[config.mk]
export PLATFORM = sky130hd
export DESIGN_NAME = numeric_literal_parser_top
export DESIGN_NICKNAME = d
export VERILOG_FILES = /design/src/rtl/core/nlp_pkg.sv /design/src/rtl/core/nlp_queue.sv /design/src/rtl/core/nlp_front.sv /design/src/rtl/core/nlp_back.sv /design/src/rtl/core/numeric_literal_parser_top.sv
export SDC_FILE = /design/constraint.sdc
export NUM_CORES = 1
export LEC_CHECK = 0
export ABC_AREA = 1
export BUFFER_PORTS_ARGS = -buffer_cell sky130_fd_sc_hd__buf_2
export CORE_ASPECT_RATIO = 1.1
export CORE_MARGIN = 1
export CORE_UTILIZATION = 50
export DETAILED_ROUTE_END_ITERATION = 10
export PLACE_DENSITY = 0.66
export SYNTH_ARGS = -nofsm -noshare
export SYNTH_HDL_FRONTEND = slang
export SYNTH_SLANG_ARGS = --single-unit
[constraint.sdc]
create_clock -name i_clk -period 5.1 [get_ports i_clk]
set_input_delay 0.51 -clock i_clk [delete_from_list [all_inputs] [get_ports i_clk]]
set_output_delay 0.51 -clock i_clk [all_outputs]
set_load 0.005 [all_outputs]
[src/rtl/core/nlp_pkg.sv]
// ----------------------------------------------------------------------------
// nlp_pkg
// Shared types and codes of the integer literal parser.
// ----------------------------------------------------------------------------
package nlp_pkg;

    // character codes
    localparam logic [7:0] CH_ZERO   = 8'h30;
    localparam logic [7:0] CH_NINE   = 8'h39;
    localparam logic [7:0] CH_UC_A   = 8'h41;
    localparam logic [7:0] CH_UC_F   = 8'h46;
    localparam logic [7:0] CH_LC_A   = 8'h61;
    localparam logic [7:0] CH_LC_F   = 8'h66;
    localparam logic [7:0] CH_APOS   = 8'h27;
    localparam logic [7:0] CH_UC_X   = 8'h58;
    localparam logic [7:0] CH_LC_X   = 8'h78;
    localparam logic [7:0] CH_UC_B   = 8'h42;
    localparam logic [7:0] CH_LC_B   = 8'h62;

    // radix codes
    localparam logic [1:0] RDX_DEC = 2'd0;
    localparam logic [1:0] RDX_OCT = 2'd1;
    localparam logic [1:0] RDX_HEX = 2'd2;
    localparam logic [1:0] RDX_BIN = 2'd3;

    // error codes
    localparam logic [1:0] ERR_NONE      = 2'd0;
    localparam logic [1:0] ERR_SEP       = 2'd1;
    localparam logic [1:0] ERR_NO_DIGITS = 2'd2;
    localparam logic [1:0] ERR_TOO_WIDE  = 2'd3;

    localparam int CNT_W = 6;
    localparam int NB_W  = 9;

    typedef enum logic [2:0] {
        PH_IDLE,
        PH_ZERO,
        PH_PREFIX,
        PH_MARK,
        PH_DIGITS,
        PH_SEP
    } t_phase;

    // one classified character
    typedef struct packed {
        logic       begin_req;
        logic       at_end;
        logic       is_dec;
        logic       is_zero;
        logic       is_hex;
        logic [3:0] dval;
        logic       is_apos;
        logic       is_x;
        logic       is_b;
    } t_char_info;

endpackage

[src/rtl/core/nlp_queue.sv]
// ----------------------------------------------------------------------------
// nlp_queue
// Small first-word-fall-through queue with registered storage.
// ----------------------------------------------------------------------------
module nlp_queue #(
    parameter int WIDTH = 8,
    parameter int DEPTH = 4
) (
    input  logic             i_clk,
    input  logic             i_rst_n,
    input  logic             i_push,
    input  logic [WIDTH-1:0] i_data,
    output logic             o_full,
    input  logic             i_pop,
    output logic [WIDTH-1:0] o_data,
    output logic             o_empty
);

    localparam int            AW   = (DEPTH > 1) ? $clog2(DEPTH) : 1;
    localparam logic [AW-1:0] LAST = AW'(DEPTH - 1);

    logic [WIDTH-1:0] r_mem [DEPTH];
    logic [AW-1:0]    r_wr_ptr;
    logic [AW-1:0]    r_rd_ptr;
    logic [AW:0]      r_count;
    logic             wr_en;
    logic             rd_en;

    assign o_full  = (r_count == (AW+1)'(DEPTH));
    assign o_empty = (r_count == '0);
    assign wr_en   = i_push && !o_full;
    assign rd_en   = i_pop && !o_empty;
    assign o_data  = r_mem[r_rd_ptr];

    // pointers wrap at the last entry, so any depth works
    always_ff @(posedge i_clk) begin
        if (!i_rst_n) begin
            r_wr_ptr <= '0;
            r_rd_ptr <= '0;
            r_count  <= '0;
        end else begin
            if (wr_en) begin
                r_wr_ptr <= (r_wr_ptr == LAST) ? '0 : r_wr_ptr + AW'(1);
            end
            if (rd_en) begin
                r_rd_ptr <= (r_rd_ptr == LAST) ? '0 : r_rd_ptr + AW'(1);
            end
            case ({wr_en, rd_en})
                2'b10:   r_count <= r_count + (AW+1)'(1);
                2'b01:   r_count <= r_count - (AW+1)'(1);
                default: r_count <= r_count;
            endcase
        end
    end

    always_ff @(posedge i_clk) begin
        if (wr_en) begin
            r_mem[r_wr_ptr] <= i_data;
        end
    end

endmodule

[src/rtl/core/nlp_front.sv]
// ----------------------------------------------------------------------------
// nlp_front
// Accepts characters, classifies them and queues them for the sequencer.
// ----------------------------------------------------------------------------
module nlp_front
    import nlp_pkg::*;
#(
    parameter int DEPTH = 4
) (
    input  logic       i_clk,
    input  logic       i_rst_n,
    input  logic       i_push,
    output logic       o_full,
    input  logic [7:0] i_ch,
    input  logic       i_begin_req,
    input  logic       i_at_end,
    input  logic       i_pop,
    output logic       o_empty,
    output t_char_info o_info
);

    t_char_info                   info;
    logic                         is_uc;
    logic                         is_lc;
    logic [$bits(t_char_info)-1:0] q_data;

    always_comb begin
        is_uc          = (i_ch >= CH_UC_A) && (i_ch <= CH_UC_F);
        is_lc          = (i_ch >= CH_LC_A) && (i_ch <= CH_LC_F);
        info.begin_req = i_begin_req;
        info.at_end    = i_at_end;
        info.is_dec    = (i_ch >= CH_ZERO) && (i_ch <= CH_NINE);
        info.is_zero   = (i_ch == CH_ZERO);
        info.is_hex    = info.is_dec || is_uc || is_lc;
        // letters a..f sit at codes ending in 1..6
        info.dval      = info.is_dec ? i_ch[3:0] : i_ch[3:0] + 4'd9;
        info.is_apos   = (i_ch == CH_APOS);
        info.is_x      = (i_ch == CH_UC_X) || (i_ch == CH_LC_X);
        info.is_b      = (i_ch == CH_UC_B) || (i_ch == CH_LC_B);
    end

    nlp_queue #(
        .WIDTH ($bits(t_char_info)),
        .DEPTH (DEPTH)
    ) u_in_q (
        .i_clk   (i_clk),
        .i_rst_n (i_rst_n),
        .i_push  (i_push),
        .i_data  (info),
        .o_full  (o_full),
        .i_pop   (i_pop),
        .o_data  (q_data),
        .o_empty (o_empty)
    );

    assign o_info = t_char_info'(q_data);

endmodule

[src/rtl/core/nlp_back.sv]
// ----------------------------------------------------------------------------
// nlp_back
// Literal sequencer: prefix, separator and alignment handling, accumulator
// and a result register with the alignment shift behind it.
// ----------------------------------------------------------------------------
module nlp_back
    import nlp_pkg::*;
#(
    parameter int WORD_BITS = 48
) (
    input  logic                 i_clk,
    input  logic                 i_rst_n,
    input  logic                 i_in_empty,
    input  t_char_info           i_info,
    output logic                 o_in_pop,
    input  logic                 i_out_full,
    output logic                 o_em_valid,
    output logic [WORD_BITS-1:0] o_em_value,
    output logic [1:0]           o_em_err,
    output logic [1:0]           o_em_radix
);

    localparam int SH_W = $clog2(WORD_BITS);

    t_phase               r_phase;
    t_phase               n_phase;
    logic [WORD_BITS-1:0] r_acc;
    logic [WORD_BITS-1:0] n_acc;
    logic [CNT_W-1:0]     r_count;
    logic [CNT_W-1:0]     n_count;
    logic [1:0]           r_radix;
    logic [1:0]           n_radix;
    logic                 r_aligned;
    logic                 n_aligned;

    logic                 r_em_valid;
    logic [WORD_BITS-1:0] r_em_value;
    logic [SH_W-1:0]      r_em_shamt;
    logic [1:0]           r_em_err;
    logic [1:0]           r_em_radix;

    logic                 step;
    logic                 em_push;
    logic                 digit_ok;
    logic                 start_ok;
    logic [2:0]           bits;
    logic [NB_W-1:0]      nbits;
    logic [1:0]           fin_err;
    logic [SH_W-1:0]      fin_shamt;
    logic [WORD_BITS-1:0] acc_take;
    logic [CNT_W-1:0]     cnt_take;

    logic                 em_now;
    logic [1:0]           em_err;
    logic [SH_W-1:0]      em_shamt;
    logic                 clear;
    logic                 restart;

    assign em_push  = r_em_valid && !i_out_full;
    assign step     = !i_in_empty && !(r_em_valid && i_out_full);
    assign o_in_pop = step;
    assign start_ok = !i_info.at_end && i_info.begin_req && i_info.is_dec;

    always_comb begin
        case (r_radix)
            RDX_DEC: digit_ok = i_info.is_dec;
            RDX_OCT: digit_ok = i_info.is_dec && (i_info.dval <= 4'd7);
            RDX_BIN: digit_ok = i_info.is_dec && (i_info.dval <= 4'd1);
            default: digit_ok = i_info.is_hex;
        endcase
    end

    // one shift-add per digit
    always_comb begin
        case (r_radix)
            RDX_DEC: acc_take = (r_acc << 3) + (r_acc << 1) + WORD_BITS'(i_info.dval);
            RDX_OCT: acc_take = {r_acc[WORD_BITS-4:0], i_info.dval[2:0]};
            RDX_HEX: acc_take = {r_acc[WORD_BITS-5:0], i_info.dval};
            default: acc_take = {r_acc[WORD_BITS-2:0], i_info.dval[0]};
        endcase
        cnt_take = (r_count == '1) ? r_count : r_count + CNT_W'(1);
    end

    always_comb begin
        case (r_radix)
            RDX_OCT: bits = 3'd3;
            RDX_HEX: bits = 3'd4;
            default: bits = 3'd1;
        endcase
        nbits = NB_W'(r_count) * NB_W'(bits);
        if (!r_aligned) begin
            fin_err = ERR_NONE;
        end else if (r_count == '0) begin
            fin_err = ERR_NO_DIGITS;
        end else if (nbits > NB_W'(WORD_BITS)) begin
            fin_err = ERR_TOO_WIDE;
        end else begin
            fin_err = ERR_NONE;
        end
        if (r_aligned && (fin_err == ERR_NONE)) begin
            fin_shamt = SH_W'(NB_W'(WORD_BITS) - nbits);
        end else begin
            fin_shamt = '0;
        end
    end

    // next phase
    always_comb begin
        n_phase = r_phase;
        unique case (r_phase) inside
            PH_IDLE: begin
                if (start_ok) begin
                    n_phase = i_info.is_zero ? PH_ZERO : PH_DIGITS;
                end
            end
            PH_SEP, PH_MARK: begin
                n_phase = (digit_ok && !i_info.at_end) ? PH_DIGITS : PH_IDLE;
            end
            PH_ZERO, PH_PREFIX, PH_DIGITS: begin
                if (i_info.at_end) begin
                    n_phase = PH_IDLE;
                end else if (r_phase == PH_ZERO && (i_info.is_x || i_info.is_b)) begin
                    n_phase = PH_PREFIX;
                end else if (r_phase != PH_DIGITS && i_info.is_apos) begin
                    n_phase = PH_MARK;
                end else if (r_phase == PH_DIGITS && i_info.is_apos) begin
                    n_phase = PH_SEP;
                end else if (digit_ok) begin
                    n_phase = PH_DIGITS;
                end else if (fin_err == ERR_NONE && start_ok) begin
                    // terminator opens the next literal
                    n_phase = i_info.is_zero ? PH_ZERO : PH_DIGITS;
                end else begin
                    n_phase = PH_IDLE;
                end
            end
            default: n_phase = PH_IDLE;
        endcase
    end

    // datapath and result
    always_comb begin
        n_acc     = r_acc;
        n_count   = r_count;
        n_radix   = r_radix;
        n_aligned = r_aligned;
        em_now    = 1'b0;
        em_err    = ERR_NONE;
        em_shamt  = '0;
        clear     = 1'b0;
        restart   = 1'b0;
        unique case (r_phase) inside
            PH_IDLE: begin
                restart = start_ok;
            end
            PH_SEP, PH_MARK: begin
                if (digit_ok && !i_info.at_end) begin
                    n_acc   = acc_take;
                    n_count = cnt_take;
                end else begin
                    em_now = 1'b1;
                    em_err = (r_phase == PH_MARK && (!i_info.is_apos || i_info.at_end))
                           ? ERR_NO_DIGITS : ERR_SEP;
                    clear  = 1'b1;
                end
            end
            PH_ZERO, PH_PREFIX, PH_DIGITS: begin
                if (i_info.at_end) begin
                    em_now   = 1'b1;
                    em_err   = fin_err;
                    em_shamt = fin_shamt;
                    clear    = 1'b1;
                end else if (r_phase == PH_ZERO && i_info.is_x) begin
                    n_radix = RDX_HEX;
                end else if (r_phase == PH_ZERO && i_info.is_b) begin
                    n_radix = RDX_BIN;
                end else if (r_phase != PH_DIGITS && i_info.is_apos) begin
                    n_aligned = 1'b1;
                end else if (r_phase == PH_DIGITS && i_info.is_apos) begin
                    n_aligned = r_aligned;
                end else if (digit_ok) begin
                    n_acc   = acc_take;
                    n_count = cnt_take;
                end else begin
                    em_now   = 1'b1;
                    em_err   = fin_err;
                    em_shamt = fin_shamt;
                    clear    = 1'b1;
                    restart  = (fin_err == ERR_NONE) && start_ok;
                end
            end
            default: clear = 1'b1;
        endcase
        if (clear) begin
            n_acc     = '0;
            n_count   = '0;
            n_aligned = 1'b0;
        end
        if (restart) begin
            n_aligned = 1'b0;
            if (i_info.is_zero) begin
                n_radix = RDX_OCT;
                n_acc   = '0;
                n_count = '0;
            end else begin
                n_radix = RDX_DEC;
                n_acc   = WORD_BITS'(i_info.dval);
                n_count = CNT_W'(1);
            end
        end
    end

    always_ff @(posedge i_clk) begin
        if (!i_rst_n) begin
            r_phase    <= PH_IDLE;
            r_acc      <= '0;
            r_count    <= '0;
            r_radix    <= RDX_DEC;
            r_aligned  <= 1'b0;
            r_em_valid <= 1'b0;
        end else begin
            if (step) begin
                r_phase    <= n_phase;
                r_acc      <= n_acc;
                r_count    <= n_count;
                r_radix    <= n_radix;
                r_aligned  <= n_aligned;
                r_em_valid <= em_now;
            end else if (em_push) begin
                r_em_valid <= 1'b0;
            end
        end
    end

    always_ff @(posedge i_clk) begin
        if (step && em_now) begin
            r_em_value <= (em_err == ERR_NONE) ? r_acc : '0;
            r_em_shamt <= em_shamt;
            r_em_err   <= em_err;
            r_em_radix <= r_radix;
        end
    end

    // left-aligned literals are packed against the top here
    assign o_em_valid = em_push;
    assign o_em_value = r_em_value << r_em_shamt;
    assign o_em_err   = r_em_err;
    assign o_em_radix = r_em_radix;

endmodule

[src/rtl/core/numeric_literal_parser_top.sv]
// ----------------------------------------------------------------------------
// numeric_literal_parser_top
// Integer literal parser: characters in, one value per literal out.
// ----------------------------------------------------------------------------
// Input channel: one character per beat (i_ch, i_begin_req, i_at_end),
//   taken when push is high and full is low.
// Result channel: o_value, o_error_code, o_radix show the oldest result
//   while empty is low; pop with empty low takes it.
// A literal starts on a digit with i_begin_req set; its result comes out
// on the character that ends it (or on i_at_end), and a clean terminator
// may open the next literal in the same beat.
// Throughput: one character per cycle while the output queue has room.
// Path: a result passes the input queue, the sequencer step and the result
//   register, in that order, before it shows in the output queue.
// Reset (synchronous, i_rst_n low) empties both queues and returns the
//   sequencer to idle; no pass over storage is needed.
// When the receiver stalls, results wait in the output queue, the sequencer
//   holds, characters collect in the input queue, and full rises once
//   IN_DEPTH characters are waiting.
// ----------------------------------------------------------------------------
module numeric_literal_parser_top
    import nlp_pkg::*;
#(
    parameter int WORD_BITS = 48,
    parameter int IN_DEPTH  = 4,
    parameter int OUT_DEPTH = 4
) (
    input  logic                 i_clk,
    input  logic                 i_rst_n,
    input  logic                 push,
    output logic                 full,
    input  logic [7:0]           i_ch,
    input  logic                 i_begin_req,
    input  logic                 i_at_end,
    output logic                 empty,
    input  logic                 pop,
    output logic [WORD_BITS-1:0] o_value,
    output logic [1:0]           o_error_code,
    output logic [1:0]           o_radix
);

    localparam int RES_W = WORD_BITS + 4;

    t_char_info           info;
    logic                 in_empty;
    logic                 in_pop;
    logic                 out_full;
    logic                 em_valid;
    logic [WORD_BITS-1:0] em_value;
    logic [1:0]           em_err;
    logic [1:0]           em_radix;
    logic [RES_W-1:0]     res_data;

    nlp_front #(
        .DEPTH (IN_DEPTH)
    ) u_front (
        .i_clk       (i_clk),
        .i_rst_n     (i_rst_n),
        .i_push      (push),
        .o_full      (full),
        .i_ch        (i_ch),
        .i_begin_req (i_begin_req),
        .i_at_end    (i_at_end),
        .i_pop       (in_pop),
        .o_empty     (in_empty),
        .o_info      (info)
    );

    nlp_back #(
        .WORD_BITS (WORD_BITS)
    ) u_back (
        .i_clk      (i_clk),
        .i_rst_n    (i_rst_n),
        .i_in_empty (in_empty),
        .i_info     (info),
        .o_in_pop   (in_pop),
        .i_out_full (out_full),
        .o_em_valid (em_valid),
        .o_em_value (em_value),
        .o_em_err   (em_err),
        .o_em_radix (em_radix)
    );

    nlp_queue #(
        .WIDTH (RES_W),
        .DEPTH (OUT_DEPTH)
    ) u_out_q (
        .i_clk   (i_clk),
        .i_rst_n (i_rst_n),
        .i_push  (em_valid),
        .i_data  ({em_value, em_err, em_radix}),
        .o_full  (out_full),
        .i_pop   (pop),
        .o_data  (res_data),
        .o_empty (empty)
    );

    assign o_value      = res_data[RES_W-1:4];
    assign o_error_code = res_data[3:2];
    assign o_radix      = res_data[1:0];

endmodule

==> metrics.md <==
| Metric | Value |
|---|---|
| Clock Power Share | 0.262 |
| Post-Syn Area per Cell | 8.09 sq um |
| Largest net degree at the start of global routing | 105 |
| Combinational power share | 0.381 |
| Diode count | 0 |
| Slew @ Worst Pin | 1210 ps |
| Critical path endpoint category | flop |
| Levels on crit path | 22 |
| Die X | 209 um |
| Reg2reg path depth | 22 |
| Area after DPL | 0.0243 sq mm |
| Yosys warns | 0 |
| Worst reg2reg path startpoint | u_back.r_radix[0] |
| Worst-Skew Late Latency | 560 ps |
| Router iterations before antenna repair | 6 |
| Top cell by count, worst path | nand2_1 |
| Hold-fix buffers at CTS | 0 |
| R2r setup slk | 690 ps |
| Max-slew violation count | 0 |
| Critical Path Source | u_back.r_radix[0] |
| Die ar. | 0.0479 sq mm |
| Main combinational cell family by area after synthesis | simple AND/OR/NAND/NOR gates |
| CP delay by family, top | simple AND/OR/NAND/NOR gates |
| Worst flop-to-flop path endpoint | u_back.r_acc[38] |
| Met3 Use GR | 0.0296 |
| Peak Freq | 227 MHz |
| Final worst path period need | 4410 ps |
| Syn Nets | 3050 |
| Post-CTS resize count | 0 |
| Register share of total power | 0.357 |
| WL/cell | 18.5 um |
| Initial antenna violation count | 0 |
| Leakage | 10.3 nW |
| Cell internal pwr | 0.00691 W |
| Proportion of synthesized area in mux cells | 0.00808 |
| Peak VDD IR | 265 uV |
| Clk slew on worst S/H paths | 60 ps |
| Clock buffer count from CTS | 42 |
| Post-Syn Area | 0.0235 sq mm |
| Area growth syn-to-layout | 9.24% |
| WP data arrival | 4830 ps |
| Seq/Total Area, Yosys | 0.468 |
| Hold Worst Slack | 166 ps |
| Buf+Inv Stages, Crit Path | 4 |
| Critical path required time | 5520 ps |
| Syn Inst Count | 2910 |
| Routed vias | 20175 |
| Port Buffer Count | 67 |
| Slew headroom | 0.185 |
| Pwr dens | 445 mW/mm^2 |
| Library cells used by synthesis | 50 |
| Nets | 3062 |
| Post-DP HPWL | 48300 um |
| Setup Fix Bufs, Post-CTS | 0 |
| Share of layout cells above drive strength 1 | 0.0734 |
| 1st-iter DRT viols | 1479 |
| Gpl congestion | 0.953 |
| RSZ-0062 raised after global routing | false |
| Core area | 0.0465 sq mm |
| Post-Synth Simple-Gate Area | 0.223 |
| Post-Synth Adder-Cell Area | 0.0699 |
| Sw Share | 0.396 |
| Compound-Gate Fraction of Synth Area | 0.158 |
| Fin area | 0.0257 sq mm |
| CP Capture Point | u_back.r_acc[38] |
| Site row count | 83 |
| Slowest stage cell on the critical path | fa_1 |
| Initial Utilization | 0.506 |
| Clk Tree Root Cell | clkbuf_16 |
| Psw | 0.00453 W |
| Status | complete, no violations |
| Skew final | 23.5 ps |
| Hold Crit Class | in2reg |
| Post-route ant nets | 0 |
| Global router's overall resource usage | 0.274 |
| Setup_tns | 0 ps |
| Xor and xnor area share after synthesis | 0.00596 |
| Final Cycle Share | 0.864 |
| Max-cap violations | 0 |
| Critical Setup Path Class | reg2reg |
| GRT overflow | 0 |
| Fill count | 4408 |
| Max clock buf depth | 3 |
| Seq cells post-synth | 393 |
| GRT busiest layer | met2 |
| Worst path cell trace | inv_2, nand2_1, inv_1, nor2_1, fa_1, ha_1, fa_1, xnor2_1, nor2_1, nand3_1, nand3_1, nand2_1, nand3_1, o21bai_4, nor3_2, nand2_2, nand2_4, inv_2, buf_4, nand2_1, nand2_1, nor2_1 |
| Io pins | 68 |
| Clock Sinks | 393 |
| Met1 Use GR | 0.351 |
| Endpoints failing setup | 0 |
| Die Ht | 230 um |
| Routed wire length | 65700 um |
| Final hold vios | 0 |
| Via density | 5.68 |
| First-pass GRT wire length | 104000 um |
| Worst Path Max Fanout | 25 |
| H-tree levels | 2 |
| Worst Setup Start Kind | flop |
| CTS tree | yes |
| Drt drc | 0 |
| Total Power | 0.0114 W |
| Slowest stage delay, CP | 430 ps |
| Met2 Use GR | 0.469 |
| Vias in the first global route | 19243 |
## cells in the mapped netlist (all sizes together)
cell	n	share of area
fa	9	0.0077
a21oi	168	0.036
a22oi	1	0.00032
nand3b	6	0.0019
xnor2	8	0.0030
dfxtp	79	0.067
a211oi	5	0.0016
o21bai	10	0.0037
xor2	8	0.0030
nor4	9	0.0024
nand3	155	0.033
edfxtp	314	0.40
o22ai	67	0.018
clkbuf	108	0.017
or2	16	0.0043
ha	117	0.062
nand4	27	0.0072
o211a	2	0.00085
inv	251	0.040
nor2	407	0.065
a21boi	1	0.00032
o311ai	2	0.00074
a221oi	15	0.0056
o21a	4	0.0013
buf	31	0.0083
a31oi	19	0.0051
o211ai	6	0.0019
a21o	4	0.0013
clkinv	9	0.0014
a221o	1	0.00043
nand2	637	0.10
nor3b	1	0.00032
o2111ai	17	0.0063
a32o	2	0.00085
o21ai	347	0.074
mux2i	19	0.0081
and3	1	0.00027
nor3	27	0.0060
## worst register-to-register path: stages, from the launching register on
cell and delay (ps):
dfxtp_1 410, inv_2 100, nand2_1 220, inv_1 160, nor2_1 150, fa_1 430
ha_1 250, fa_1 410, xnor2_1 210, nor2_1 80, nand3_1 100, nand3_1 90
nand2_1 120, nand3_1 140, o21bai_4 280, nor3_2 90, nand2_2 150, nand2_4 60
inv_2 360, buf_4 290, nand2_1 70, nand2_1 60, nor2_1 40
## power groups by stage
stage          registers, W  clock network, W  logic, W
2_1_floorplan       0.00408                 0   0.00310
3_3_place_gp        0.00414                 0   0.00423
3_5_place_dp        0.00415                 0   0.00431
4_1_cts             0.00408           0.00306   0.00433
5_1_grt             0.00411           0.00318   0.00489
6_report            0.00408           0.00300   0.00436
## flip-flops by register name, summed over array words and instances, names as in the netlist, 3 cells and up, named ones only
name and flops:
u_out_q.r_mem 208, u_back.r_acc 48, u_back.r_em_value 48, u_front.u_in_q.r_mem 48, u_back.r_count 6, u_back.r_em_shamt 6
u_back.r_phase 3, u_front.u_in_q.r_count 3, u_out_q.r_count 3
## placed cells by master, fill, tap and decap left out, types with 42 or more instances in the layout
cell type,n
a21oi_1,168
buf_2,67
clkbuf_16,42
dfxtp_1,78
edfxtp_1,314
ha_1,117
inv_1,243
nand2_1,629
nand3_1,154
nor2_1,400
o21ai_0,344
o22ai_1,67
## per-layer routing
layer	share of wire	routed length, um
met1	0.43	28200
met2	0.49	32000
met3	0.042	2770
met4	0.040	2620
met5	0	0
## cell type report
type | count | area, sq um | area share
sequential | 393 | 11000 | 0.428
multi-input combinational | 2118 | 11000 | 0.427
clock buffer | 51 | 1090 | 0.0426
inverter | 260 | 978 | 0.0381
tap | 595 | 744 | 0.0290
timing repair buffer | 107 | 636 | 0.0247
clock inverter | 27 | 264 | 0.0103
## cell families (layout without fill, tap and decap cells)
| family | after synthesis | after routing |
|---|---|---|
| multiplexers | 19 | 19 |
| flip-flops | 393 | 393 |
| adder cells (fa/ha/maj) | 126 | 126 |
| AND/OR/NAND/NOR | 1286 | 1286 |
| XOR/XNOR | 16 | 16 |
| buffers and inverters | 399 | 445 |
| AO/OA/AOI/OAI | 671 | 671 |
## worst min-delay path by stage
stage	start	endpoint	slack, ps	cells after the start
after detailed placement	u_back.r_acc[47]	u_back.r_acc[47]	460	2
after CTS	i_at_end	u_front.u_in_q.r_mem[2][10]	140	1
after global placement	u_back.r_acc[47]	u_back.r_acc[47]	460	2
after global routing	i_at_end	u_front.u_in_q.r_mem[1][10]	150	1
final	i_at_end	u_front.u_in_q.r_mem[1][10]	170	1
after floorplan	u_front.u_in_q.r_count[0]	u_front.u_in_q.r_count[0]	440	1
## stage by stage
| step | std cells | util | setup slack [ps] |
|---|---|---|---|
| after floorplan | 2910 | - | 1080 |
| after global placement | 3473 | 0.523 | 846 |
| after detailed placement | 3473 | 0.523 | 741 |
| after CTS | 3551 | 0.552 | 724 |
| after global routing | 3551 | 0.552 | 307 |
| final | 3551 | 0.552 | 693 |
Power figures use the tool's default switching activity.
